$ cat config.mk
export PLATFORM = sky130hd
export DESIGN_NAME = text_to_font_rom_address_core
export DESIGN_NICKNAME = d
export VERILOG_FILES = /design/src/sv/ttfra_pkg.sv /design/src/sv/text_to_font_rom_address_core.sv /design/src/sv/ttfra_glyph_decode.sv
export SDC_FILE = /design/constraint.sdc
export NUM_CORES = 1
export LEC_CHECK = 0
export BUFFER_PORTS_ARGS = -buffer_cell sky130_fd_sc_hd__buf_2
export CAP_MARGIN = 20
export CELL_PAD_IN_SITES_DETAIL_PLACEMENT = 1
export CELL_PAD_IN_SITES_GLOBAL_PLACEMENT = 1
export CORE_MARGIN = 5
export CORE_UTILIZATION = 45
export DETAILED_ROUTE_END_ITERATION = 16
export MAX_ROUTING_LAYER = met4
export PLACE_DENSITY_LB_ADDON = 0.2
export SYNTH_ARGS = -nofsm -noshare
export SYNTH_HDL_FRONTEND = slang
export SYNTH_SLANG_ARGS = --single-unit
$ cat constraint.sdc
create_clock -name clk -period 6.19 [get_ports clk]
set_input_delay 0.9285 -clock clk [delete_from_list [all_inputs] [get_ports clk]]
set_output_delay 0.9285 -clock clk [all_outputs]
set_load 0.02 [all_outputs]
$ cat src/sv/ttfra_pkg.sv
// ----------------------------------------------------------------------------
// Text to font ROM address package
// Shared constants, glyph kind codes and the structs that pass between the
// glyph decoder and the top level.
// ----------------------------------------------------------------------------
package ttfra_pkg;

    localparam int BYTE_W  = 8;
    localparam int ADDR_W  = 18;
    localparam int KIND_W  = 2;
    localparam int S_DATA_W = 24;
    localparam int M_DATA_W = 40;

    localparam logic [BYTE_W-1:0] LEAD_LO  = 8'hB0;
    localparam logic [BYTE_W-1:0] LEAD_HI  = 8'hF7;
    localparam logic [BYTE_W-1:0] TRAIL_LO = 8'hA1;
    localparam logic [BYTE_W-1:0] ASCII_LO = 8'h20;
    localparam logic [BYTE_W-1:0] ASCII_HI = 8'h7E;

    localparam logic [ADDR_W-1:0] HANZI_ROW  = 18'd94;
    localparam logic [ADDR_W-1:0] HANZI_SKIP = 18'd846;
    localparam logic [ADDR_W-1:0] A816_BASE  = 18'h3CF80;
    localparam logic [ADDR_W-1:0] A57_BASE   = 18'h3BFC0;

    localparam logic [BYTE_W-1:0] ADV_HANZI = 8'd16;
    localparam logic [BYTE_W-1:0] ADV_A816  = 8'd8;
    localparam logic [BYTE_W-1:0] ADV_A57   = 8'd6;

    localparam logic [KIND_W-1:0] KIND_HANZI = 2'd0;
    localparam logic [KIND_W-1:0] KIND_A816  = 2'd1;
    localparam logic [KIND_W-1:0] KIND_A57   = 2'd2;

    typedef struct packed {
        logic [BYTE_W-1:0] held_lead;
        logic              lead_pending;
        logic [BYTE_W-1:0] cur_page;
        logic [BYTE_W-1:0] cur_column;
    } text_state_t;

    typedef struct packed {
        logic              valid;
        logic [ADDR_W-1:0] font_address;
        logic [KIND_W-1:0] glyph_kind;
        logic [BYTE_W-1:0] glyph_page;
        logic [BYTE_W-1:0] glyph_column;
    } glyph_result_t;

endpackage

$ cat src/sv/text_to_font_rom_address_core.sv
// ----------------------------------------------------------------------------
// Text to font ROM address core
// The result of an input transfer is registered and shown on the master side in the next cycle.
// Throughput: one byte per cycle; the single output register gives way
// whenever its result is taken in the same cycle.
// Reset: rst_n clears the font mode, the held lead, page, column and the
// output valid flag at once; no clearing pass is needed.
// ----------------------------------------------------------------------------
module text_to_font_rom_address_core (
    input  logic                             clk,
    input  logic                             rst_n,
    input  logic                             cfg_wr_en,
    input  logic                             cfg_wr_data,
    input  logic                             s_tvalid,
    output logic                             s_tready,
    // text_byte[7:0], start_page[15:8], start_column[23:16]
    input  logic [ttfra_pkg::S_DATA_W-1:0]   s_tdata,
    // string_start[0]
    input  logic                             s_tuser,
    output logic                             m_tvalid,
    input  logic                             m_tready,
    // font_address[17:0], glyph_page[25:18], glyph_column[33:26], zero fill
    output logic [ttfra_pkg::M_DATA_W-1:0]   m_tdata,
    // glyph_kind[1:0]
    output logic [ttfra_pkg::KIND_W-1:0]     m_tuser
);
    import ttfra_pkg::*;

    logic          font_mode_reg;
    text_state_t   state_reg;
    text_state_t   state_next;
    glyph_result_t result;
    logic          out_valid_reg;
    logic          out_valid_next;
    logic [ADDR_W-1:0] out_addr_reg;
    logic [KIND_W-1:0] out_kind_reg;
    logic [BYTE_W-1:0] out_page_reg;
    logic [BYTE_W-1:0] out_column_reg;
    logic          in_xfer;

    ttfra_glyph_decode u_decode (
        .font_mode    (font_mode_reg),
        .state_cur    (state_reg),
        .text_byte    (s_tdata[7:0]),
        .string_start (s_tuser),
        .start_page   (s_tdata[15:8]),
        .start_column (s_tdata[23:16]),
        .result       (result),
        .state_next   (state_next)
    );

    assign s_tready = !out_valid_reg || m_tready;
    assign in_xfer  = s_tvalid && s_tready;

    always_comb
    begin
        out_valid_next = out_valid_reg;
        if (in_xfer)
        begin
            out_valid_next = result.valid;
        end
        else if (m_tready)
        begin
            out_valid_next = 1'b0;
        end
    end

    always_ff @(posedge clk or negedge rst_n)
    begin
        if (!rst_n)
        begin
            font_mode_reg <= 1'b0;
            state_reg     <= '0;
            out_valid_reg <= 1'b0;
        end
        else
        begin
            if (cfg_wr_en)
            begin
                font_mode_reg <= cfg_wr_data;
            end
            if (in_xfer)
            begin
                state_reg <= state_next;
            end
            out_valid_reg <= out_valid_next;
        end
    end

    always_ff @(posedge clk)
    begin
        if (in_xfer)
        begin
            out_addr_reg   <= result.font_address;
            out_kind_reg   <= result.glyph_kind;
            out_page_reg   <= result.glyph_page;
            out_column_reg <= result.glyph_column;
        end
    end

    assign m_tvalid = out_valid_reg;
    assign m_tdata  = {6'd0, out_column_reg, out_page_reg, out_addr_reg};
    assign m_tuser  = out_kind_reg;

endmodule

$ cat src/sv/ttfra_glyph_decode.sv
// ----------------------------------------------------------------------------
// Glyph decoder
// Classifies one text byte against the held lead state and the font mode,
// and forms the glyph result and the next text state.
// ----------------------------------------------------------------------------
module ttfra_glyph_decode (
    input  logic                           font_mode,
    input  ttfra_pkg::text_state_t         state_cur,
    input  logic [ttfra_pkg::BYTE_W-1:0]   text_byte,
    input  logic                           string_start,
    input  logic [ttfra_pkg::BYTE_W-1:0]   start_page,
    input  logic [ttfra_pkg::BYTE_W-1:0]   start_column,
    output ttfra_pkg::glyph_result_t       result,
    output ttfra_pkg::text_state_t         state_next
);
    import ttfra_pkg::*;

    text_state_t       st;
    logic              is_ascii;
    logic              is_lead;
    logic              is_trail;
    logic [BYTE_W-1:0] advance;
    logic [ADDR_W-1:0] ascii_off;
    logic [ADDR_W-1:0] hanzi_code;

    always_comb
    begin
        st = state_cur;
        if (string_start)
        begin
            st.cur_page     = start_page;
            st.cur_column   = start_column;
            st.lead_pending = 1'b0;
        end

        is_ascii   = (text_byte >= ASCII_LO) && (text_byte <= ASCII_HI);
        is_lead    = (text_byte >= LEAD_LO) && (text_byte <= LEAD_HI);
        is_trail   = (text_byte >= TRAIL_LO);
        ascii_off  = ADDR_W'(text_byte - ASCII_LO);
        hanzi_code = ADDR_W'(st.held_lead - LEAD_LO) * HANZI_ROW
                   + ADDR_W'(text_byte - TRAIL_LO) + HANZI_SKIP;

        result.valid        = 1'b0;
        result.font_address = '0;
        result.glyph_kind   = KIND_A816;
        result.glyph_page   = st.cur_page;
        result.glyph_column = st.cur_column;
        advance             = '0;
        state_next          = st;
        state_next.lead_pending = 1'b0;

        if (font_mode)
        begin
            if (is_ascii)
            begin
                result.valid        = 1'b1;
                result.font_address = (ascii_off << 3) + A57_BASE;
                result.glyph_kind   = KIND_A57;
                advance             = ADV_A57;
            end
        end
        else if (st.lead_pending && is_trail)
        begin
            result.valid        = 1'b1;
            result.font_address = hanzi_code << 5;
            result.glyph_kind   = KIND_HANZI;
            advance             = ADV_HANZI;
        end
        else if (is_lead)
        begin
            state_next.held_lead    = text_byte;
            state_next.lead_pending = 1'b1;
        end
        else if (is_ascii)
        begin
            result.valid        = 1'b1;
            result.font_address = (ascii_off << 4) + A816_BASE;
            result.glyph_kind   = KIND_A816;
            advance             = ADV_A816;
        end

        state_next.cur_column = st.cur_column + advance;
    end

endmodule

# Word level (Yosys, flattened, before mapping)
# Cells that the tools add are included.
# Widths: inputs -> output; s select.
[totals]
register_bits = 63
latchBits = 0
ram_bits = 0
rom_bits = 0
inputBits = 31
out_inout_bits = 44
elab_cells = 50
mem_count = 0
[op_classes]
addsub = 8
mul = 1
div_mod_pow = 0
magnitude_cmp = 5
eq_ne = 0
shifts = 0
n_mux = 16
n_bitwise = 2
n_reduce_logical = 8
[ops]
columns = ["operator", "n"]
rows = [
  ["$mux 21", 5],
  ["$add 18x18->18 const B", 2],
  ["$mux 8", 3],
  ["$mul 18x6->12 const B", 1],
  ["$sub 8x8->9 const B", 2],
  ["$mux 17", 1],
  ["$ge 8x8->1 const B", 2],
  ["$add 13x10->13 const B", 1],
  ["$add 13x13->13", 1],
  ["$sub 8x6->9 const B", 1],
  ["$add 8x8->8", 1],
  ["$ge 8x6->1 const B", 1],
  ["$le 8x7->1 const B", 1],
  ["$le 8x8->1 const B", 1],
  ["$mux 1", 5],
  ["$logic_and 1x1->1", 4],
  ["$mux 4", 1],
  ["$reduce_and 4->1", 1],
  ["$mux 3", 1],
  ["$not 1->1", 2],
  ["$reduce_bool 2->1", 1],
  ["$logic_not 1->1", 1],
  ["$logic_or 1x1->1", 1],
]

# Depth between registers and ports, before layout
# Gate-level depths: netlist of run 1.
[depth]
word_depth = 7
depth_mapped = 22
mapped_depth_nobuf = 22

# Cells and area by module
# From an unflattened synthesis of run 1, not the netlist that was laid out.
[unflattened]
cells_unflattened = 461
hier_area_um2 = 5109.9
[by_module_without_submodules]
columns = ["module", "n_inst", "cells_per_inst", "area_per_inst_um2", "seq_area_each_um2"]
rows = [
  ["ttfra_glyph_decode", 1, 358, 2881.5, 0.0],
  ["text_to_font_rom_address_core", 1, 103, 2228.4, 1756.7],
]

# Worst setup path after synthesis of run 1
# Ideal clock, no wire load.
[synth_path]
kind = "flip-flop to flip-flop"
startpoint = "reg state_reg[21] in the netlist's numbering"
endpoint = "reg out_addr_reg[17] (data pin)"
setup_ps = 275
arrival_time_ps = 4806
slack_ps = 1109
stages_incl_launch_ff = 21
n_path_buf = 0
synth_period_minus_slack_ps = 5081
cell_sequence = "dfrtp_1 -> ha_1 -> o21ai_0 -> inv_1 -> fa_1 -> inv_1 -> fa_1 -> inv_1 -> fa_1 -> inv_1 -> ha_1 -> xor2_1 -> ha_1 -> inv_1 -> ha_1 -> a21oi_1 -> nand2_1 -> o21ai_0 -> o21ai_0 -> xnor2_1 -> o21ai_0"
[synth_lines]
columns = ["item", "line_no", "rtl"]
rows = [
  ["from (decl)", "text_to_font_rom_address_core.sv:30", "text_state_t state_reg;"],
  ["from (signal assigned)", "text_to_font_rom_address_core.sv:84", "state_reg <= state_next;"],
  ["to (signal assigned)", "text_to_font_rom_address_core.sv:94", "out_addr_reg <= result.font_address;"],
  ["to (decl)", "text_to_font_rom_address_core.sv:35", "logic [ADDR_W-1:0] out_addr_reg;"],
]

==> impl_metrics.ini, run 1 <==
[outcome]
status = finished clean

[cells_and_area]
area_growth_pct = 12.75
layout_commonest_cell = inv_1
final_cell_area_mm2 = 0.005390
fin_cells = 671
largest_register_ffs = 25
layout_common_cells = 75 x inv_1, 65 x buf_2, 56 x ha_1
num_antenna_cells = 0
finalNetCount = 637
drive_gt1_share_pct = 22.06

[placement]
gp_congestion = 0.8438
dpl.hpwl_mm = 8.895
placed_area_mm2 = 0.005199
portBuffers = 65
placed_cells_incl_taps = 655

[timing]
finalSetupViolCount = 0
worstMarginPinSlew_ns = 0.9664
fin_crit_ns = 5.584
drv_slew = 0
fin_crit_sh_pct = 90.21
fmax_mhz = 179.1
finalSetupTns_ns = 0
rsz0062_at_grt = false
finClkSkew_ns = 0.01815
hold_violations = 0
slew_headroom_pct = 35.42

[global_route]
grt_max_degree = 28
grt_pass1_vias = 3916
grt_antenna_before_repair = 0
grt_use_total_pct = 19.49
grt_pass1_wl_mm = 19.31
grt_overflow = 0

[yosys]
synth_top_family_by_area = adder cells
synth_compound_area_share_pct = 12.12
synth-xor-area-share_pct = 6.517
syn_avg_cell_area_um2 = 10.30
ys_ff_latch = 60
netlist_area_mm2 = 0.004781
synthSimpleGateAreaFrac_pct = 8.087
synthArstFlopShare_pct = 45.00
synthFlopType = edfxtp_1
synthAdderAreaFrac_pct = 23.03
muxShareOfSynthArea_pct = 6.935
seq_area_frac_synth_pct = 34.86
yosysUniqueCellTypes = 55
syn_inst = 464
yosysWarnings = 0
synth_edf_count = 33

[floorplanning]
io_pins = 75
core_mm2 = 0.01032
dieArea_mm2 = 0.01279
fp.dieH_um = 113.1
std_cell_rows = 37
initial_core_util_pct = 46.31
die_w_um = 113.1

[drt]
ant_nets = 0
first_iter_violations = 109
post_drt_wl_per_cell_um = 16.82
vias = 3505
vias_per_cell = 5.224
first_pass_iters = 4
drc = 0
routed_wl_mm = 11.29

[critical_path]
end_kind = flop
critical-path-slowest-cell = fa_1
arrival_ns = 5.68
ff2ff_setup_slack_ns = 0.61
crit_path_frequent_cell = inv_1
cp-start-kind = flop
r2r_start = state_reg[21]
crit_buf_inv = 5
crit_chain = ha_1 -> o21ai_0 -> inv_1 -> fa_1 -> inv_1 -> fa_1 -> inv_1 -> fa_1 -> inv_1 -> ha_1 -> xor2_1 -> ha_1 -> inv_1 -> ha_1 -> a21oi_1 -> nand2_1 -> o21ai_0 -> o21ai_0 -> xnor2_1 -> o21ai_0
crit_family = adder cells
crit_fanout = 7
r2r_cells = 20
cp.required_ns = 6.28
max_stage_delay_ns = 0.60
rr_endpoint = out_addr_reg[17]
crit_type = flop to flop

[cts]
cts_buffers = 9
clk_pin_slew_ns = 0.09
cts_setup_buffers = 0
ctsResizeCount = 0
cts_root_buf = clkbuf_8
htreeDepth = 3
cts_buffer_depth = 2
cts_hold_buf = 0
cts_sinks = 60
clkLatencyLatePin_ns = 0.36
cts_tree = done

[worst_hold_path]
hold_path.class = flop to flop
hold_start = state_reg[7]
holdPathStages = 2
min_to = state_reg[7]

[flow_run]
cap_violations = 0
[layout make-up]
class | count | area (um2)
Fill cell | 1188 | 4933
Inverter | 76 | 285.3
Clock inverter | 6 | 63.81
Clock buffer | 10 | 127.6
Sequential cell | 60 | 1667
Timing Repair Buffer | 66 | 332.8
Multi-Input combinational cell | 317 | 2744
Tap cell | 136 | 170.2
[synth_stat cells (2+ instances only)]
cell type	count	share of area (%)
inv_1	75	5.9
ha_1	56	15
o21ai_0	35	3.7
edfxtp_1	33	21
nand2_1	32	2.5
dfrtp_1	27	14
mux2_2	25	5.9
xnor2_1	25	4.6
fa_1	20	8.4
a21oi_1	16	1.7
nor2_1	15	1.2
buf_4	9	1.4
xor2_1	8	1.5
a21o_1	7	1.1
clkbuf_1	6	0.47
nand3_1	6	0.63
mux2i_1	5	1.0
o21a_1	5	0.79
a31oi_1	4	0.52
nor3_1	4	0.42
or3_1	4	0.52
a211o_1	3	0.55
a22oi_1	3	0.47
nand2b_1	3	0.39
o22ai_1	3	0.39
and3_1	2	0.26
buf_2	2	0.21
nor2b_1	2	0.26
o41ai_1	2	0.37
or2_2	2	0.26
[how the worst max path moves through the flow]
stage	from	depth (start not counted)	slack [ns]	end
final	state_reg[21]	20	0.61	out_addr_reg[17]
after global placement	state_reg[21]	20	0.84	out_addr_reg[17]
after global routing	state_reg[21]	20	0.08	out_addr_reg[17]
after floorplan	state_reg[21]	20	1.11	out_addr_reg[17]
after CTS	state_reg[21]	20	0.51	out_addr_reg[17]
after detailed placement	state_reg[21]	20	0.53	out_addr_reg[17]
[layer usage]
metal	part of all wire (%)	routed length [um]	GRT usage, %	vias up
li1	-	-	-	1691
met1	44	5016	23.61	1735
met2	50	5694	33.37	67
met3	3.8	426	3.743	12
met4	1.3	147	5.208	0
met5	0	0	-	-
[worst min-delay path: cells and delay by family, from the launching register on]
family / cells / cell delay [ns]
flops: 1 / 0.34
simple gates: 1 / 0.04
compound gates: 1 / 0.06
[logic make-up (layout without fill, tap and decap cells)]
logic type | Yosys count | count (layout)
AOI/OAI and AO/OA | 90 | 90
xor gates and xnor gates | 34 | 34
adders and majority gates | 76 | 76
buffers and inverters | 95 | 158
DFF | 60 | 60
muxes | 30 | 30
other | 1 | 9
and+or+nand+nor | 78 | 78
[stage by stage]
step                util (%)  hold WS [ns]  worst slack (ns)
floorplan                  -        0.4460             1.109
global placement       50.36        0.4598            0.8375
detailed placement     50.36        0.4710            0.5286
CTS                    52.21        0.4854            0.5107
global route           52.21        0.5076           0.08063
finish                 52.21        0.4807            0.6058
Power of run 1 is not shown: default switching activity piles up to over one toggle a cycle in this logic, so the estimate is an artifact.
==> inputs of run 2 (changes only) <==
CORE_UTILIZATION = 49   (was 45)
clock period = 6.8 ns   (was 6.19 ns; I/O delays follow)
==> run 2 against run 1 <==
  * Worst hold slack better by 0.0078 ns
  * Final area up 0.37%
  * Critical path type unchanged
  * Die area down 7.5%
  * Cell count down 0.30%
  * Critical path depth unchanged
  * Global-route usage up 2.0 points
  * Flip-flop and latch count unchanged
  * Register-to-register slack better by 0.54 ns
  * Wire length down 0.70%
==> impl_metrics.ini, run 2 (synthesis results as in run 1) <==
[critical_path]
r2r_start = state_reg[21]
r2r_cells = 20
ff2ff_setup_slack_ns = 1.14
crit_fanout = 7
arrival_ns = 5.73
end_kind = flop
rr_endpoint = out_addr_reg[17]
cp.required_ns = 6.87
cp-start-kind = flop
crit_type = flop to flop

[timing]
fmax_mhz = 176.7
finalSetupTns_ns = 0
rsz0062_at_grt = false
finalSetupViolCount = 0
finClkSkew_ns = 0.008877
drv_slew = 0
hold_violations = 0
slew_headroom_pct = 53.61
fin_crit_sh_pct = 83.22
fin_crit_ns = 5.659
worstMarginPinSlew_ns = 0.6958

[floorplanning]
core_mm2 = 0.009639
die_w_um = 108.8
initial_core_util_pct = 49.60
dieArea_mm2 = 0.01183
io_pins = 75
fp.dieH_um = 108.8
std_cell_rows = 36

[placement]
portBuffers = 65
dpl.hpwl_mm = 8.830
gp_congestion = 0.8602

[global_route]
grt_pass1_wl_mm = 19.20
grt_max_degree = 28
grt_use_total_pct = 21.45
grt_overflow = 0
grt_antenna_before_repair = 0
grt_pass1_vias = 3934

[drt]
ant_nets = 0
post_drt_wl_per_cell_um = 16.75
routed_wl_mm = 11.21
first_iter_violations = 87
first_pass_iters = 4
vias = 3529
vias_per_cell = 5.275
drc = 0

[cells_and_area]
nFillCells = 1142
area_growth_pct = 13.16
drive_gt1_share_pct = 22.39
num_antenna_cells = 0
finalNetCount = 638
multi_input_area_mm2 = 0.002744
layout_commonest_cell = inv_1
largest_register_ffs = 25
layout_common_cells = 75 x inv_1, 65 x buf_2, 56 x ha_1
register_area_mm2 = 0.001667

[cts]
cts_tree = done
htreeDepth = 3
cts_buffer_depth = 2
cts_setup_buffers = 0
clk_pin_slew_ns = 0.07
clkLatencyLatePin_ns = 0.35
cts_root_buf = clkbuf_8
cts_sinks = 60
cts_hold_buf = 0
ctsResizeCount = 0
cts_buffers = 9

[outcome]
status = finished clean

[worst_hold_path]
hold_path.class = flop to flop
hold_start = state_reg[4]
holdPathStages = 2
min_to = state_reg[4]

[flow_run]
cap_violations = 0
==> run 2: changes by cell type in the layout (fill, tap and decap cells not counted), sizes merged <==
cell / delta
inv: +1
buf: +1
clkinvlp: -2
clkinv: +1
==> run 2: area by class of cell <==
cell class / instances / area share, %
inverters: 76 / 5.273
clock inverters: 6 / 1.295
clock buffers: 10 / 2.544
flip-flops and latches: 60 / 30.80
repair buffers: 67 / 6.290
multi-input cells: 317 / 50.72
well taps: 133 / 3.076
==> run 2: worst max path at each step <==
| stage | from | to | slack, ns | cells past startpoint |
|---|---|---|---|---|
| global placement | state_reg[21] | out_addr_reg[17] | 1.47 | 20 |
| global route | state_reg[21] | out_addr_reg[17] | 0.76 | 20 |
| detailed placement | state_reg[21] | out_addr_reg[17] | 1.09 | 20 |
| CTS | state_reg[21] | out_addr_reg[17] | 1.05 | 20 |
| floorplan | state_reg[21] | out_addr_reg[17] | 1.72 | 20 |
| finish | state_reg[21] | out_addr_reg[17] | 1.14 | 20 |
==> run 2: worst max-delay path: stages, from the launching register on <==
cell	delay [ns]
dfrtp_1	0.47
ha_1	0.26
o21ai_0	0.46
inv_1	0.20
fa_1	0.57
inv_1	0.05
fa_1	0.48
inv_1	0.06
fa_1	0.54
inv_1	0.04
ha_1	0.35
xor2_1	0.18
ha_1	0.28
inv_1	0.04
ha_1	0.33
a21oi_1	0.22
nand2_1	0.08
o21ai_0	0.32
o21ai_0	0.18
xnor2_1	0.18
o21ai_0	0.09
==> run 2: metal layers <==
metal	track usage (%)	part of all wire [%]	vias up
met2	36.67	50	69
met3	3.967	3.1	17
met5	-	0	-
li1	-	-	1695
met1	26.24	45	1748
met4	5.591	1.5	0
==> run 2: per-stage QoR <==
stage	instance area, um2	setup WS [ns]	std cells	hold WS [ns]	utilization (%)
2_1_floorplan	4811	1.719	472	0.4460	-
3_3_place_gp	5202	1.475	653	0.4637	53.97
3_5_place_dp	5202	1.086	653	0.4738	53.97
4_1_cts	5410	1.047	669	0.4910	56.13
5_1_grt	5410	0.7619	669	0.5238	56.13
6_report	5410	1.141	669	0.4885	56.13
Power of run 2 is left out for the same reason.
